[src/hw/rtl/five_axis_ac_point_transform_unit_macros.svh]
// ----------------------------------------------------------------------------
// Assertion macros for the A-over-C point transform
// Shared concurrent checks, clocked and disabled by reset.
// ----------------------------------------------------------------------------
`ifndef FIVE_AXIS_AC_POINT_TRANSFORM_UNIT_MACROS_SVH
`define FIVE_AXIS_AC_POINT_TRANSFORM_UNIT_MACROS_SVH

// Same-cycle implication
`define FATAC_ASSERT_IMPLIES(label, clk, rst, cond, expr) \
   label: assert property (@(posedge clk) disable iff (rst) (cond) |-> (expr)) \
      else $error("fatac check failed: same-cycle implication");

// Next-cycle implication
`define FATAC_ASSERT_NEXT(label, clk, rst, cond, expr) \
   label: assert property (@(posedge clk) disable iff (rst) (cond) |=> (expr)) \
      else $error("fatac check failed: next-cycle implication");

`endif

[src/hw/rtl/fatac_pkg.sv]
// ----------------------------------------------------------------------------
// fatac_pkg
// Widths, register indexes, types and the clamp function of the transform.
// ----------------------------------------------------------------------------
package fatac_pkg;

   localparam int COORD_WIDTH    = 32;
   localparam int TRIG_FRAC_BITS = 16;
   localparam int TRIG_WIDTH     = TRIG_FRAC_BITS + 2;
   localparam int CSR_DATA_WIDTH = 32;
   localparam int CSR_INDEX_WIDTH = 4;

   // point minus center, exact
   localparam int DIFF_WIDTH  = COORD_WIDTH + 1;
   // trig value widened so that its negation always fits
   localparam int TRIGX_WIDTH = TRIG_WIDTH + 1;
   localparam int PROD_WIDTH  = DIFF_WIDTH + TRIGX_WIDTH;
   localparam int SUM_WIDTH   = PROD_WIDTH + 1;
   localparam int RND_WIDTH   = SUM_WIDTH - TRIG_FRAC_BITS;
   localparam int TOT_WIDTH   = RND_WIDTH + 1;

   localparam logic signed [SUM_WIDTH-1:0] ROUND_HALF =
      SUM_WIDTH'(1) << (TRIG_FRAC_BITS - 1);

   localparam logic signed [TRIG_WIDTH-1:0] TRIG_ONE = TRIG_WIDTH'(1) << TRIG_FRAC_BITS;

   typedef enum logic [CSR_INDEX_WIDTH-1:0] {
      CSR_CHILD_CENTER_X   = 4'd0,
      CSR_CHILD_CENTER_Y   = 4'd1,
      CSR_PRIMARY_CENTER_Y = 4'd2,
      CSR_PRIMARY_CENTER_Z = 4'd3,
      CSR_C_COSINE         = 4'd4,
      CSR_C_SINE           = 4'd5,
      CSR_A_COSINE         = 4'd6,
      CSR_A_SINE           = 4'd7
   } csr_index_type;

   // center and trig values of one planar rotation
   typedef struct packed {
      logic signed [COORD_WIDTH-1:0] center_u;
      logic signed [COORD_WIDTH-1:0] center_v;
      logic signed [TRIG_WIDTH-1:0]  cosine;
      logic signed [TRIG_WIDTH-1:0]  sine;
   } rot_cfg_type;

   typedef struct packed {
      logic signed [COORD_WIDTH-1:0] value;
      logic                          clamped;
   } clamp_type;

   // clamp a wide sum to the signed coordinate range
   function automatic clamp_type clamp_coord(input logic signed [TOT_WIDTH-1:0] v);
      clamp_type r;
      r.clamped = 1'b0;
      r.value   = v[COORD_WIDTH-1:0];
      if (!v[TOT_WIDTH-1] && (|v[TOT_WIDTH-2:COORD_WIDTH-1])) begin
         r.clamped = 1'b1;
         r.value   = {1'b0, {(COORD_WIDTH-1){1'b1}}};
      end else if (v[TOT_WIDTH-1] && !(&v[TOT_WIDTH-2:COORD_WIDTH-1])) begin
         r.clamped = 1'b1;
         r.value   = {1'b1, {(COORD_WIDTH-1){1'b0}}};
      end
      return r;
   endfunction

endpackage

[src/hw/rtl/fatac_csr.sv]
// ----------------------------------------------------------------------------
// fatac_csr
// Configuration registers; sorts them into the C and A rotation groups.
// ----------------------------------------------------------------------------
module fatac_csr
   import fatac_pkg::*;
(
   input  logic                       clock,
   input  logic                       reset,
   input  logic                       csr_we,
   input  logic [CSR_INDEX_WIDTH-1:0] csr_index,
   input  logic [CSR_DATA_WIDTH-1:0]  csr_wdata,
   output rot_cfg_type                c_cfg,
   output rot_cfg_type                a_cfg
);

   rot_cfg_type c_cfg_ff, c_cfg_in;
   rot_cfg_type a_cfg_ff, a_cfg_in;

   // decode the write; drop unknown indexes
   always_comb begin
      c_cfg_in = c_cfg_ff;
      a_cfg_in = a_cfg_ff;
      if (csr_we) begin
         unique case (csr_index_type'(csr_index))
            CSR_CHILD_CENTER_X:   c_cfg_in.center_u = csr_wdata[COORD_WIDTH-1:0];
            CSR_CHILD_CENTER_Y:   c_cfg_in.center_v = csr_wdata[COORD_WIDTH-1:0];
            CSR_PRIMARY_CENTER_Y: a_cfg_in.center_u = csr_wdata[COORD_WIDTH-1:0];
            CSR_PRIMARY_CENTER_Z: a_cfg_in.center_v = csr_wdata[COORD_WIDTH-1:0];
            CSR_C_COSINE:         c_cfg_in.cosine   = csr_wdata[TRIG_WIDTH-1:0];
            CSR_C_SINE:           c_cfg_in.sine     = csr_wdata[TRIG_WIDTH-1:0];
            CSR_A_COSINE:         a_cfg_in.cosine   = csr_wdata[TRIG_WIDTH-1:0];
            CSR_A_SINE:           a_cfg_in.sine     = csr_wdata[TRIG_WIDTH-1:0];
            default: begin
            end
         endcase
      end
   end

   // hold the registers; reset to identity rotation about the origin
   always_ff @(posedge clock) begin
      if (reset) begin
         c_cfg_ff <= '{center_u: '0, center_v: '0, cosine: TRIG_ONE, sine: '0};
         a_cfg_ff <= '{center_u: '0, center_v: '0, cosine: TRIG_ONE, sine: '0};
      end else begin
         c_cfg_ff <= c_cfg_in;
         a_cfg_ff <= a_cfg_in;
      end
   end

   assign c_cfg = c_cfg_ff;
   assign a_cfg = a_cfg_ff;

endmodule

[config.mk]
export PLATFORM = sky130hd
export DESIGN_NAME = fatac_csr
export DESIGN_NICKNAME = d
export VERILOG_FILES = /design/src/hw/rtl/five_axis_ac_point_transform_unit_macros.svh /design/src/hw/rtl/fatac_pkg.sv /design/src/hw/rtl/fatac_csr.sv
export SDC_FILE = /design/constraint.sdc
export NUM_CORES = 1
export LEC_CHECK = 0
export BUFFER_PORTS_ARGS = -buffer_cell sky130_fd_sc_hd__buf_2
export CAP_MARGIN = 20
export CORE_MARGIN = 4
export CORE_UTILIZATION = 48
export CTS_CLUSTER_SIZE = 25
export DETAILED_ROUTE_END_ITERATION = 7
export MAX_ROUTING_LAYER = met4
export PLACE_DENSITY = 0.78
export SYNTH_ARGS = -nofsm -noshare
export SYNTH_HDL_FRONTEND = slang
export SYNTH_SLANG_ARGS = --single-unit
[constraint.sdc]
create_clock -name clock -period 1.5 [get_ports clock]
set_input_delay 0.3 -clock clock [delete_from_list [all_inputs] [get_ports clock]]
set_output_delay 0.3 -clock clock [all_outputs]
set_load 0.01 [all_outputs]
[Word-level counts from Yosys, hierarchy flattened]
Cells that the tools add are included.
Word-level totals
  register bits: 200
  latch bits: 0
  bits in writable memories: 0
  bits in read-only memories: 0
  bits of input ports: 39
  logic and storage cells: 24
  memories: 0
Cells by class
  add/subtract/negate cells: 0
  multiply operators: 0
  div/mod/pow operators: 0
  order comparisons: 0
  eq/ne operators: 7
  shift operators: 0
  multiplexer cells: 0
  bitwise gates (word level): 0
  reduce and logical (&&, ||, !) cells: 9
Operators by type and width (count)
  equality test 4 x 3 -> 1 bit, second input constant: 4
  AND reduction 2 bit: 8
  equality test 4 x 2 -> 1 bit, second input constant: 2
  equality test 4 x 1 -> 1 bit, second input constant: 1
  logical NOT 4 bit: 1

[Depth between registers and ports, before layout]
Gate-level depths: netlist (run 1).
  depth after elaboration: 2
  depth in mapped cells: 6
  gate-level depth less buffers: 3

[Worst setup path before layout (run 1)]
OpenSTA, ideal clock, no wires.
  kind: input to register
  start: input csr_index[3]
  end: register c_cfg_ff (netlist bit c_cfg[73])
  setup time: 0.072 ns
  arrival: 1.224 ns
  required time: 1.428 ns
  path slack: 0.204 ns
  stages on the path: 5
  path buffers: 2
  path through: nor3b_4 and2_1 buf_6 buf_8 mux2i_1
Between the ends
  cells in the longest elaborated chain, start to end: 2
RTL lines
  start, declared: RTL line fatac_csr.sv:11  | input logic [CSR_INDEX_WIDTH-1:0] csr_index,
  logical NOT 4 bit: RTL line fatac_csr.sv:25  | unique case (csr_index_type'(csr_index))
  AND reduction 2 bit (no source line)
  end signal, assigned: RTL line fatac_csr.sv:43  | c_cfg_ff <= '{center_u: '0, center_v: '0, cosine: TRIG_ONE, sine: '0};
  end signal, assigned: RTL line fatac_csr.sv:46  | c_cfg_ff <= c_cfg_in;
  end, declared: RTL line fatac_csr.sv:17  | rot_cfg_type c_cfg_ff, c_cfg_in;
Every way passes these cells.
A chain may end at the register's enable or synchronous reset.

[Final worst setup path (run 1)]
  start: register c_cfg_ff (netlist bit c_cfg[62])
  end: output c_cfg[62] in the netlist's numbering
RTL lines
  end, declared: RTL line fatac_csr.sv:13  | output rot_cfg_type c_cfg,
No word-level cell between the ends.

==> results of run 1 <==
## stage by stage
stage / utilization (%) / instances / hold WS (ns) / setup TNS (ns) / worst slack [ns]
after floorplan: - / 708 / 0.471 / 0 / 0.204
after global placement: 59.1 / 1140 / 0.455 / 0 / 0.0321
after detailed placement: 59.1 / 1140 / 0.461 / -0.364 / -0.0265
after CTS: 62.6 / 1172 / 0.156 / 0 / 0.210
after global routing: 62.6 / 1172 / 0.201 / 0 / 0.191
final: 62.6 / 1172 / 0.171 / 0 / 0.241
## kinds of logic after synthesis
| family | synth area share (%) |
|---|---|
| multiplexers | 25.2 |
| AND/OR/NAND/NOR | 19.9 |
| buffers and inverters | 4.50 |
| flip-flops | 50.4 |
## worst register-to-register path, stage by stage, from the launching register on
cell and delay (ns):
dfxtp_1 0.36, nand2b_1 0.07, mux2i_1 0.14
## placed cells by master, fill, tap and decap left out
| master | netlist | final |
|---|---|---|
| nand2b_1 | 230 | 230 |
| inv_6 | 0 | 3 |
| dfxtp_1 | 200 | 200 |
| clkbuf_16 | 0 | 17 |
| nor2b_2 | 1 | 1 |
| buf_12 | 1 | 12 |
| mux2i_1 | 200 | 200 |
| nand2_2 | 3 | 3 |
| clkbuf_8 | 0 | 2 |
| inv_8 | 0 | 1 |
| clkbuf_1 | 32 | 1 |
| clkinvlp_4 | 0 | 5 |
| nor2_1 | 4 | 4 |
| bufinv_16 | 0 | 1 |
| buf_4 | 6 | 27 |
| nand3_2 | 2 | 2 |
| and2b_1 | 1 | 1 |
| nor3b_4 | 1 | 1 |
| clkinv_2 | 0 | 2 |
| and3b_1 | 1 | 1 |
| nand2_4 | 3 | 3 |
| and2_1 | 2 | 2 |
| buf_2 | 3 | 237 |
## area by class of cell
type,count,area share [%]
clock inverters,12,1.14
clock buffers,20,4.54
multi-input cells,448,35.6
flip-flops and latches,200,39.8
well taps,216,2.69
repair buffers,276,16.2
## per-layer routing
| layer | part of all wire [%] | track usage (%) |
|---|---|---|
| met5 | 0 | - |
| met4 | 1.4 | 6.66 |
| met3 | 7.2 | 5.77 |
| met2 | 46 | 34.6 |
| met1 | 45 | 28.2 |
## power breakdown
group	switching (mW)	internal, mW	total (mW)
clock	2.04	2.40	4.44
sequential	0.0374	5.38	5.41
combinational	0.353	0.335	0.688
total	2.43	8.11	10.5
## registers in the layout (all words and copies together), names as in the netlist
register,count
a_cfg,100
c_cfg,100
## final timing paths
check                           end  slack [ns]                    from  depth (start not counted)
max                       c_cfg[62]        0.24  c_cfg[62]$_SDFFE_PP0P_                          1
min          a_cfg[34]$_SDFFE_PP1P_        0.17           csr_wdata[16]                          3
max reg2reg  a_cfg[23]$_SDFFE_PP0P_        0.86  a_cfg[23]$_SDFFE_PP0P_                          2
min reg2reg   a_cfg[6]$_SDFFE_PP0P_        0.47   a_cfg[6]$_SDFFE_PP0P_                          2
==> results.py, run 1 <==
metrics = {
    "run_status": {
        "outcome": "completed",
    },
    "setup_path": {
        "critPathCaptureType": "output pin",
        "critPathBufInv": 1,
        "worstPathRequired_ns": 1.20,
        "crit_arrival_ns": 0.96,
        "path_max_fanout": 2,
        "path_delay_family": "flip-flops",
        "slowest_delay_ns": 0.38,
        "slowest_stage": "dfxtp_1",
        "start_kind": "flop",
        "worstPathCellList": "buf_2",
        "critPathKind": "reg2out",
    },
    "cts": {
        "clock_sinks": 200,
        "htreeDepth": 4,
        "cts_setup_buffers": 0,
        "clkLatencyLatePin_ns": 0.42,
        "hold_buffers": 0,
        "cts.clk_slew.worst_paths_ns": 0.07,
        "cts_made_buffers": 17,
        "cts_root_buf": "clkbuf_16",
        "clockBufferDepth": 2,
        "cts_tree": "yes",
        "cts_resized": 0,
    },
    "global_route": {
        "grt_pass1_wl_um": 31200,
        "grt_max_degree": 37,
        "grt_pass1_vias": 5838,
        "antenna_found_initial": 0,
        "track_usage_pct": 22.1,
        "grt.overflow.total": 0,
    },
    "placement": {
        "port_buffers": 238,
        "place_congestion": 0.801,
        "dp_hpwl_um": 14400,
        "placed_area_mm2": 0.00949,
    },
    "power": {
        "p_leak_nw": 5.49,
        "fin_total_pwr_mw": 10.5,
        "power.density_mw_per_mm2": 1050,
        "peakVddDrop_mv": 0.742,
    },
    "route": {
        "drt_drc_violations_left": 0,
        "via_count": 5708,
        "firstDrtPassIters": 4,
        "ant_nets": 0,
        "vias_per_cell": 4.87,
        "drt-wirelength-per-cell_um": 17.2,
        "routed_wl_um": 20200,
        "first_iter_violations": 198,
    },
    "cells_and_area": {
        "register_area_mm2": 0.00400,
        "fillers": 1349,
        "final_area_mm2": 0.0101,
        "area_growth_pct": 26.6,
        "drive_above_1_share_pct": 33.2,
        "multi_input_area_mm2": 0.00358,
        "nets": 982,
        "n_antenna_cell": 0,
    },
    "timing": {
        "hold_viol_final": 0,
        "setup_violations": 0,
        "rsz0062_at_grt": "false",
        "worst_slew_pin_slew_ns": 0.482,
        "max_freq_ghz": 0.794,
        "slew_headroom_pct": 67.9,
        "post-route-min-period_ns": 1.26,
        "report.final.slew_viol_count": 0,
        "fin_skew_ns": 0,
        "period_share_pct": 83.9,
    },
    "logic_synthesis": {
        "synth_seq_cells": 200,
        "synth_edf_count": 0,
        "yosysSeqAreaShare_pct": 50.4,
        "yosysTopAreaCellShare_pct": 50.4,
        "yosysMostFrequentCell": "nand2b_1",
        "syn-num-nets": 747,
        "syn_area_mm2": 0.00795,
        "yosysTopAreaCell": "dfxtp_1",
        "avgSynthCellArea_um2": 11.2,
        "syn_inst": 708,
        "ys_top_cells_by_area": "dfxtp_1, mux2i_1, nand2b_1",
        "synth-async-reset-ratio_pct": 0,
        "yosys_warnings": 0,
        "synth_common_cells": "nand2b_1, dfxtp_1, mux2i_1, clkbuf_1, buf_6",
        "ys_types": 19,
        "synthFlopType": "dfxtp_1",
    },
    "die": {
        "die_height_um": 137,
        "std_cell_rows": 46,
        "coreArea_mm2": 0.0161,
        "ios": 239,
        "die_area_mm2": 0.0187,
        "start_util_pct": 49.5,
        "die_x_um": 137,
    },
    "flow_run": {
        "drv_cap": 0,
    },
    "min_path": {
        "min_path_type": "in2reg",
    },
}
Note: power is estimated with default switching activity, not from simulation.
==> inputs of run 2 (changes only) <==
==> constraint.sdc (replaced) <==
create_clock -name clock -period 1.2 [get_ports clock]
set_input_delay 0.24 -clock clock [delete_from_list [all_inputs] [get_ports clock]]
set_output_delay 0.24 -clock clock [all_outputs]
set_load 0.01 [all_outputs]
==> results.py, run 2 (synthesis gave the netlist of run 1 again) <==
metrics = {
    "timing": {
        "fin_skew_ns": 0,
        "whs_ns": 0.109,
        "post-route-min-period_ns": 1.17,
        "max_freq_ghz": 0.855,
        "fin_ws_ns": 0.0297,
        "setup_violations": 0,
        "hold_viol_final": 0,
        "timing.setup.tns_ns": 0,
        "report.final.slew_viol_count": 0,
        "period_share_pct": 97.5,
        "slew_headroom_pct": 66.5,
        "worst_slew_pin_slew_ns": 0.502,
    },
    "placement": {
        "dp_hpwl_um": 14400,
        "dp_slack_ns": -0.242,
        "place_congestion": 0.772,
        "dp.cells": 1157,
        "port_buffers": 238,
    },
    "setup_path": {
        "path_max_fanout": 2,
        "start_kind": "flop",
        "slowest_stage": "dfxtp_1",
        "critPathBufInv": 1,
        "worstPathCellList": "buf_2",
        "worstPathRequired_ns": 0.96,
        "critPathKind": "reg2out",
        "crit_arrival_ns": 0.93,
        "path_delay_family": "flip-flops",
        "slowest_delay_ns": 0.35,
        "critPathCaptureType": "output pin",
    },
    "run_status": {
        "outcome": "completed",
    },
    "route": {
        "drt_drc_violations_left": 0,
        "firstDrtPassIters": 4,
        "via_count": 5747,
        "drt-wirelength-per-cell_um": 16.8,
        "vias_per_cell": 4.83,
        "routed_wl_um": 20000,
        "ant_nets": 0,
        "first_iter_violations": 244,
    },
    "power": {
        "power.density_mw_per_mm2": 1280,
        "p_leak_nw": 5.62,
        "fin_total_pwr_mw": 13.2,
        "peakVddDrop_mv": 0.926,
    },
    "die": {
        "die_height_um": 137,
        "ios": 239,
        "start_util_pct": 49.5,
        "std_cell_rows": 46,
        "coreArea_mm2": 0.0161,
        "die_area_mm2": 0.0187,
        "die_x_um": 137,
    },
    "cts": {
        "clockBufferDepth": 2,
        "cts_made_buffers": 17,
        "cts_tree": "yes",
        "clock_sinks": 200,
        "cts_root_buf": "clkbuf_16",
        "hold_buffers": 0,
        "cts.clk_slew.worst_paths_ns": 0.07,
        "htreeDepth": 4,
        "clkLatencyLatePin_ns": 0.42,
    },
    "cells_and_area": {
        "nets": 999,
        "final_cell_mix": "buf_2, nand2b_1, mux2i_1, dfxtp_1, buf_4",
        "final_common_cell": "buf_2",
        "drive_above_1_share_pct": 35.6,
        "layout.cells.non_filler": 1189,
        "area_growth_pct": 29.8,
        "n_antenna_cell": 0,
    },
    "global_route": {
        "antenna_found_initial": 0,
        "track_usage_pct": 22.0,
        "grt_pass1_vias": 5772,
        "grt_max_degree": 57,
        "grt_pass1_wl_um": 31000,
        "grt.overflow.total": 0,
    },
    "min_path": {
        "min_path_type": "in2reg",
    },
    "flow_run": {
        "drv_cap": 0,
    },
}
## run 2: final timing paths
path                     startpoint                      to  slack [ns]  cells past startpoint
min reg2reg  c_cfg[93]$_SDFFE_PP0P_  c_cfg[93]$_SDFFE_PP0P_        0.47                      2
max          a_cfg[42]$_SDFFE_PP0P_               a_cfg[42]        0.03                      1
max reg2reg  a_cfg[13]$_SDFFE_PP0P_  a_cfg[13]$_SDFFE_PP0P_        0.55                      2
min                   csr_wdata[16]  c_cfg[34]$_SDFFE_PP1P_        0.11                      3
## run 2: layout make-up
cell class | count | area [µm²]
Clock inverter | 14 | 124
Timing Repair Buffer | 293 | 1880
Clock buffer | 18 | 439
Tap cell | 216 | 270
Multi-Input combinational cell | 448 | 3580
Fill cell | 1326 | 5740
Sequential cell | 200 | 4020
## run 2: timing repair
action / 4_1_cts / 5_1_grt
setup endpoints to repair: 1 / 14
setup buffers: 0 / 0
resized for setup: 1 / 14
## run 2: report_power, final
part	internal [mW]	switching (mW)	total (mW)
registers	6.72	0.0456	6.77
clock network	2.93	2.57	5.50
logic	0.468	0.449	0.917
## run 2: layer usage
metal  part of all wire (%)  track usage, %
met2                     47            34.8
met5                      0               -
met3                    7.2            5.99
met1                     45            27.8
met4                    1.3            6.22
## run 2: worst reg2reg max path, delay by kind of cell (launching register included)
kind,cells,cell delay [ns]
DFF,1,0.34
muxes,1,0.16
and+or+nand+nor,1,0.06
## run 2: metrics by stage
stage / area (µm²) / util [%]
global route: 10300 / 64.2
CTS: 10300 / 64.1
floorplan: 7950 / -
global placement: 9730 / 60.6
detailed placement: 9730 / 60.6
finish: 10300 / 64.2
==> inputs of run 3 (changes only) <==
--- a/config.mk
+++ b/config.mk
@@ -5,7 +5,7 @@
 export SDC_FILE = /design/constraint.sdc
 export NUM_CORES = 1
 export LEC_CHECK = 0
-export BUFFER_PORTS_ARGS = -buffer_cell sky130_fd_sc_hd__buf_2
+export BUFFER_PORTS_ARGS = -buffer_cell sky130_fd_sc_hd__buf_4
 export CAP_MARGIN = 20
 export CORE_MARGIN = 4
 export CORE_UTILIZATION = 48
@@ -13,6 +13,7 @@
 export DETAILED_ROUTE_END_ITERATION = 7
 export MAX_ROUTING_LAYER = met4
 export PLACE_DENSITY = 0.78
+export REMOVE_ABC_BUFFERS = 1
 export SYNTH_ARGS = -nofsm -noshare
 export SYNTH_HDL_FRONTEND = slang
 export SYNTH_SLANG_ARGS = --single-unit
==> results.py, run 3 (synthesis gave the netlist of run 1 again) <==
metrics = {
    "run_status": {
        "outcome": "completed",
    },
    "cells_and_area": {
        "nets": 989,
        "n_antenna_cell": 0,
        "final_cell_mix": "buf_4, nand2b_1, mux2i_1, dfxtp_1, clkbuf_16",
        "area_growth_pct": 36.4,
        "final_common_cell": "buf_4",
        "drive_above_1_share_pct": 33.6,
        "fillers": 1256,
    },
    "timing": {
        "slew_headroom_pct": 76.8,
        "fin_skew_ns": 0,
        "worst_slew_pin_slew_ns": 0.349,
        "period_share_pct": 96.7,
        "setup_violations": 0,
        "rsz0062_at_grt": "false",
        "max_freq_ghz": 0.862,
        "report.final.slew_viol_count": 0,
        "hold_viol_final": 0,
        "timing.setup.tns_ns": 0,
        "post-route-min-period_ns": 1.16,
    },
    "setup_path": {
        "crit_path_end": "a_cfg[93]",
        "crit_arrival_ns": 0.92,
        "path_max_fanout": 2,
        "cp_num_cells": 1,
        "path_delay_family": "flip-flops",
        "slowest_stage": "dfxtp_1",
        "start_kind": "flop",
        "critPathCaptureType": "output pin",
        "worstPathRequired_ns": 0.96,
        "critPathKind": "reg2out",
        "slowest_delay_ns": 0.36,
        "r2r_slack_ns": 0.54,
        "timing.rr.end": "a_cfg[69]$_SDFFE_PP0P_",
        "critPathBufInv": 1,
        "r2r_cells": 2,
        "startpoint": "a_cfg[93]$_SDFFE_PP0P_",
        "worstPathCellList": "buf_4",
        "rr_startpoint": "a_cfg[69]$_SDFFE_PP0P_",
    },
    "global_route": {
        "grt_max_degree": 51,
        "track_usage_pct": 21.9,
        "grt.overflow.total": 0,
        "grt_pass1_wl_um": 31100,
        "grt_pass1_vias": 5715,
        "antenna_found_initial": 0,
    },
    "power": {
        "peakVddDrop_mv": 0.928,
        "p_sw_mw": 3.00,
        "p_int_mw": 11.2,
        "p_comb_share_pct": 6.5,
        "p_clk_share_pct": 45.7,
        "fin_total_pwr_mw": 14.2,
        "p_sw_share_pct": 21.2,
        "power.density_mw_per_mm2": 1310,
        "seqPwrFrac_pct": 47.8,
        "p_leak_nw": 5.61,
    },
    "route": {
        "vias_per_cell": 4.74,
        "drt_drc_violations_left": 0,
        "drt-wirelength-per-cell_um": 16.9,
        "via_count": 5593,
        "firstDrtPassIters": 4,
        "first_iter_violations": 243,
        "routed_wl_um": 19900,
        "ant_nets": 0,
    },
    "min_path": {
        "hold_depth": 3,
        "min_from": "csr_wdata[16]",
        "min_path_type": "in2reg",
    },
    "cts": {
        "clock_sinks": 200,
        "clkLatencyLatePin_ns": 0.42,
        "cts.clk_slew.worst_paths_ns": 0.07,
        "htreeDepth": 4,
        "cts_root_buf": "clkbuf_16",
        "cts_resized": 0,
        "cts_tree": "yes",
        "cts_made_buffers": 17,
        "clockBufferDepth": 2,
        "hold_buffers": 0,
        "cts_setup_buffers": 0,
    },
    "die": {
        "start_util_pct": 49.5,
        "std_cell_rows": 46,
        "die_x_um": 137,
        "coreArea_mm2": 0.0161,
        "ios": 239,
        "die_area_mm2": 0.0187,
        "die_height_um": 137,
    },
    "placement": {
        "port_buffers": 238,
        "dp_hpwl_um": 14500,
        "place_congestion": 0.768,
    },
    "flow_run": {
        "drv_cap": 0,
    },
}
==> run 3: stage by stage <==
stage	hold slack [ns]	area [µm²]	setup slack [ns]	std cells	utilization, %
detailed placement	0.465	10200	-0.225	1147	63.3
finish	0.101	10800	0.0397	1179	67.5
global placement	0.458	10200	-0.179	1147	63.3
floorplan	0.403	7590	-0.444	648	-
CTS	0.0873	10800	0.0180	1179	67.5
global route	0.124	10800	0.000841	1179	67.5
==> run 3: worst min-delay path by stage <==
stage / end / slack, ns
after floorplan: a_cfg[34]$_SDFFE_PP1P_ / 0.40
after global placement: c_cfg[71]$_SDFFE_PP0P_ / 0.46
after detailed placement: c_cfg[82]$_SDFFE_PP0P_ / 0.46
after CTS: c_cfg[34]$_SDFFE_PP1P_ / 0.09
after global routing: c_cfg[34]$_SDFFE_PP1P_ / 0.12
final: c_cfg[34]$_SDFFE_PP1P_ / 0.10
==> run 3: worst min-delay path, delay by kind of cell <==
| family | cells | cell delay [ns] |
|---|---|---|
| mux | 1 | 0.10 |
| buf+inv | 1 | 0.09 |
| simple gates | 1 | 0.04 |
==> run 3: layout make-up <==
type / count / area (µm²) / share of cell area, %
clock inverter: 13 / 236 / 2.18
tap: 216 / 270 / 2.49
sequential: 200 / 4010 / 36.9
multi-input combinational: 448 / 3580 / 33.1
clock buffer: 19 / 433 / 3.99
timing repair buffer: 283 / 2310 / 21.3
==> run 3: layer usage <==
metal  vias to the layer above  wire length, µm  global-route usage [%]
met4                         0              357                    7.00
met3                        23              853                    3.49
met5                         -                0                       -
met1                      2649             8580                    27.1
li1                       2791                -                       -
met2                       130            10100                    36.7
==> run 3: power groups by stage <==
stage               registers (mW)  clock network, mW  logic (mW)
CTS                           6.77               6.58       0.926
floorplan                     6.96                  0       0.364
global placement              6.92                  0       0.913
finish                        6.77               6.47       0.913
global route                  6.78               6.85       0.987
detailed placement            6.92                  0       0.923
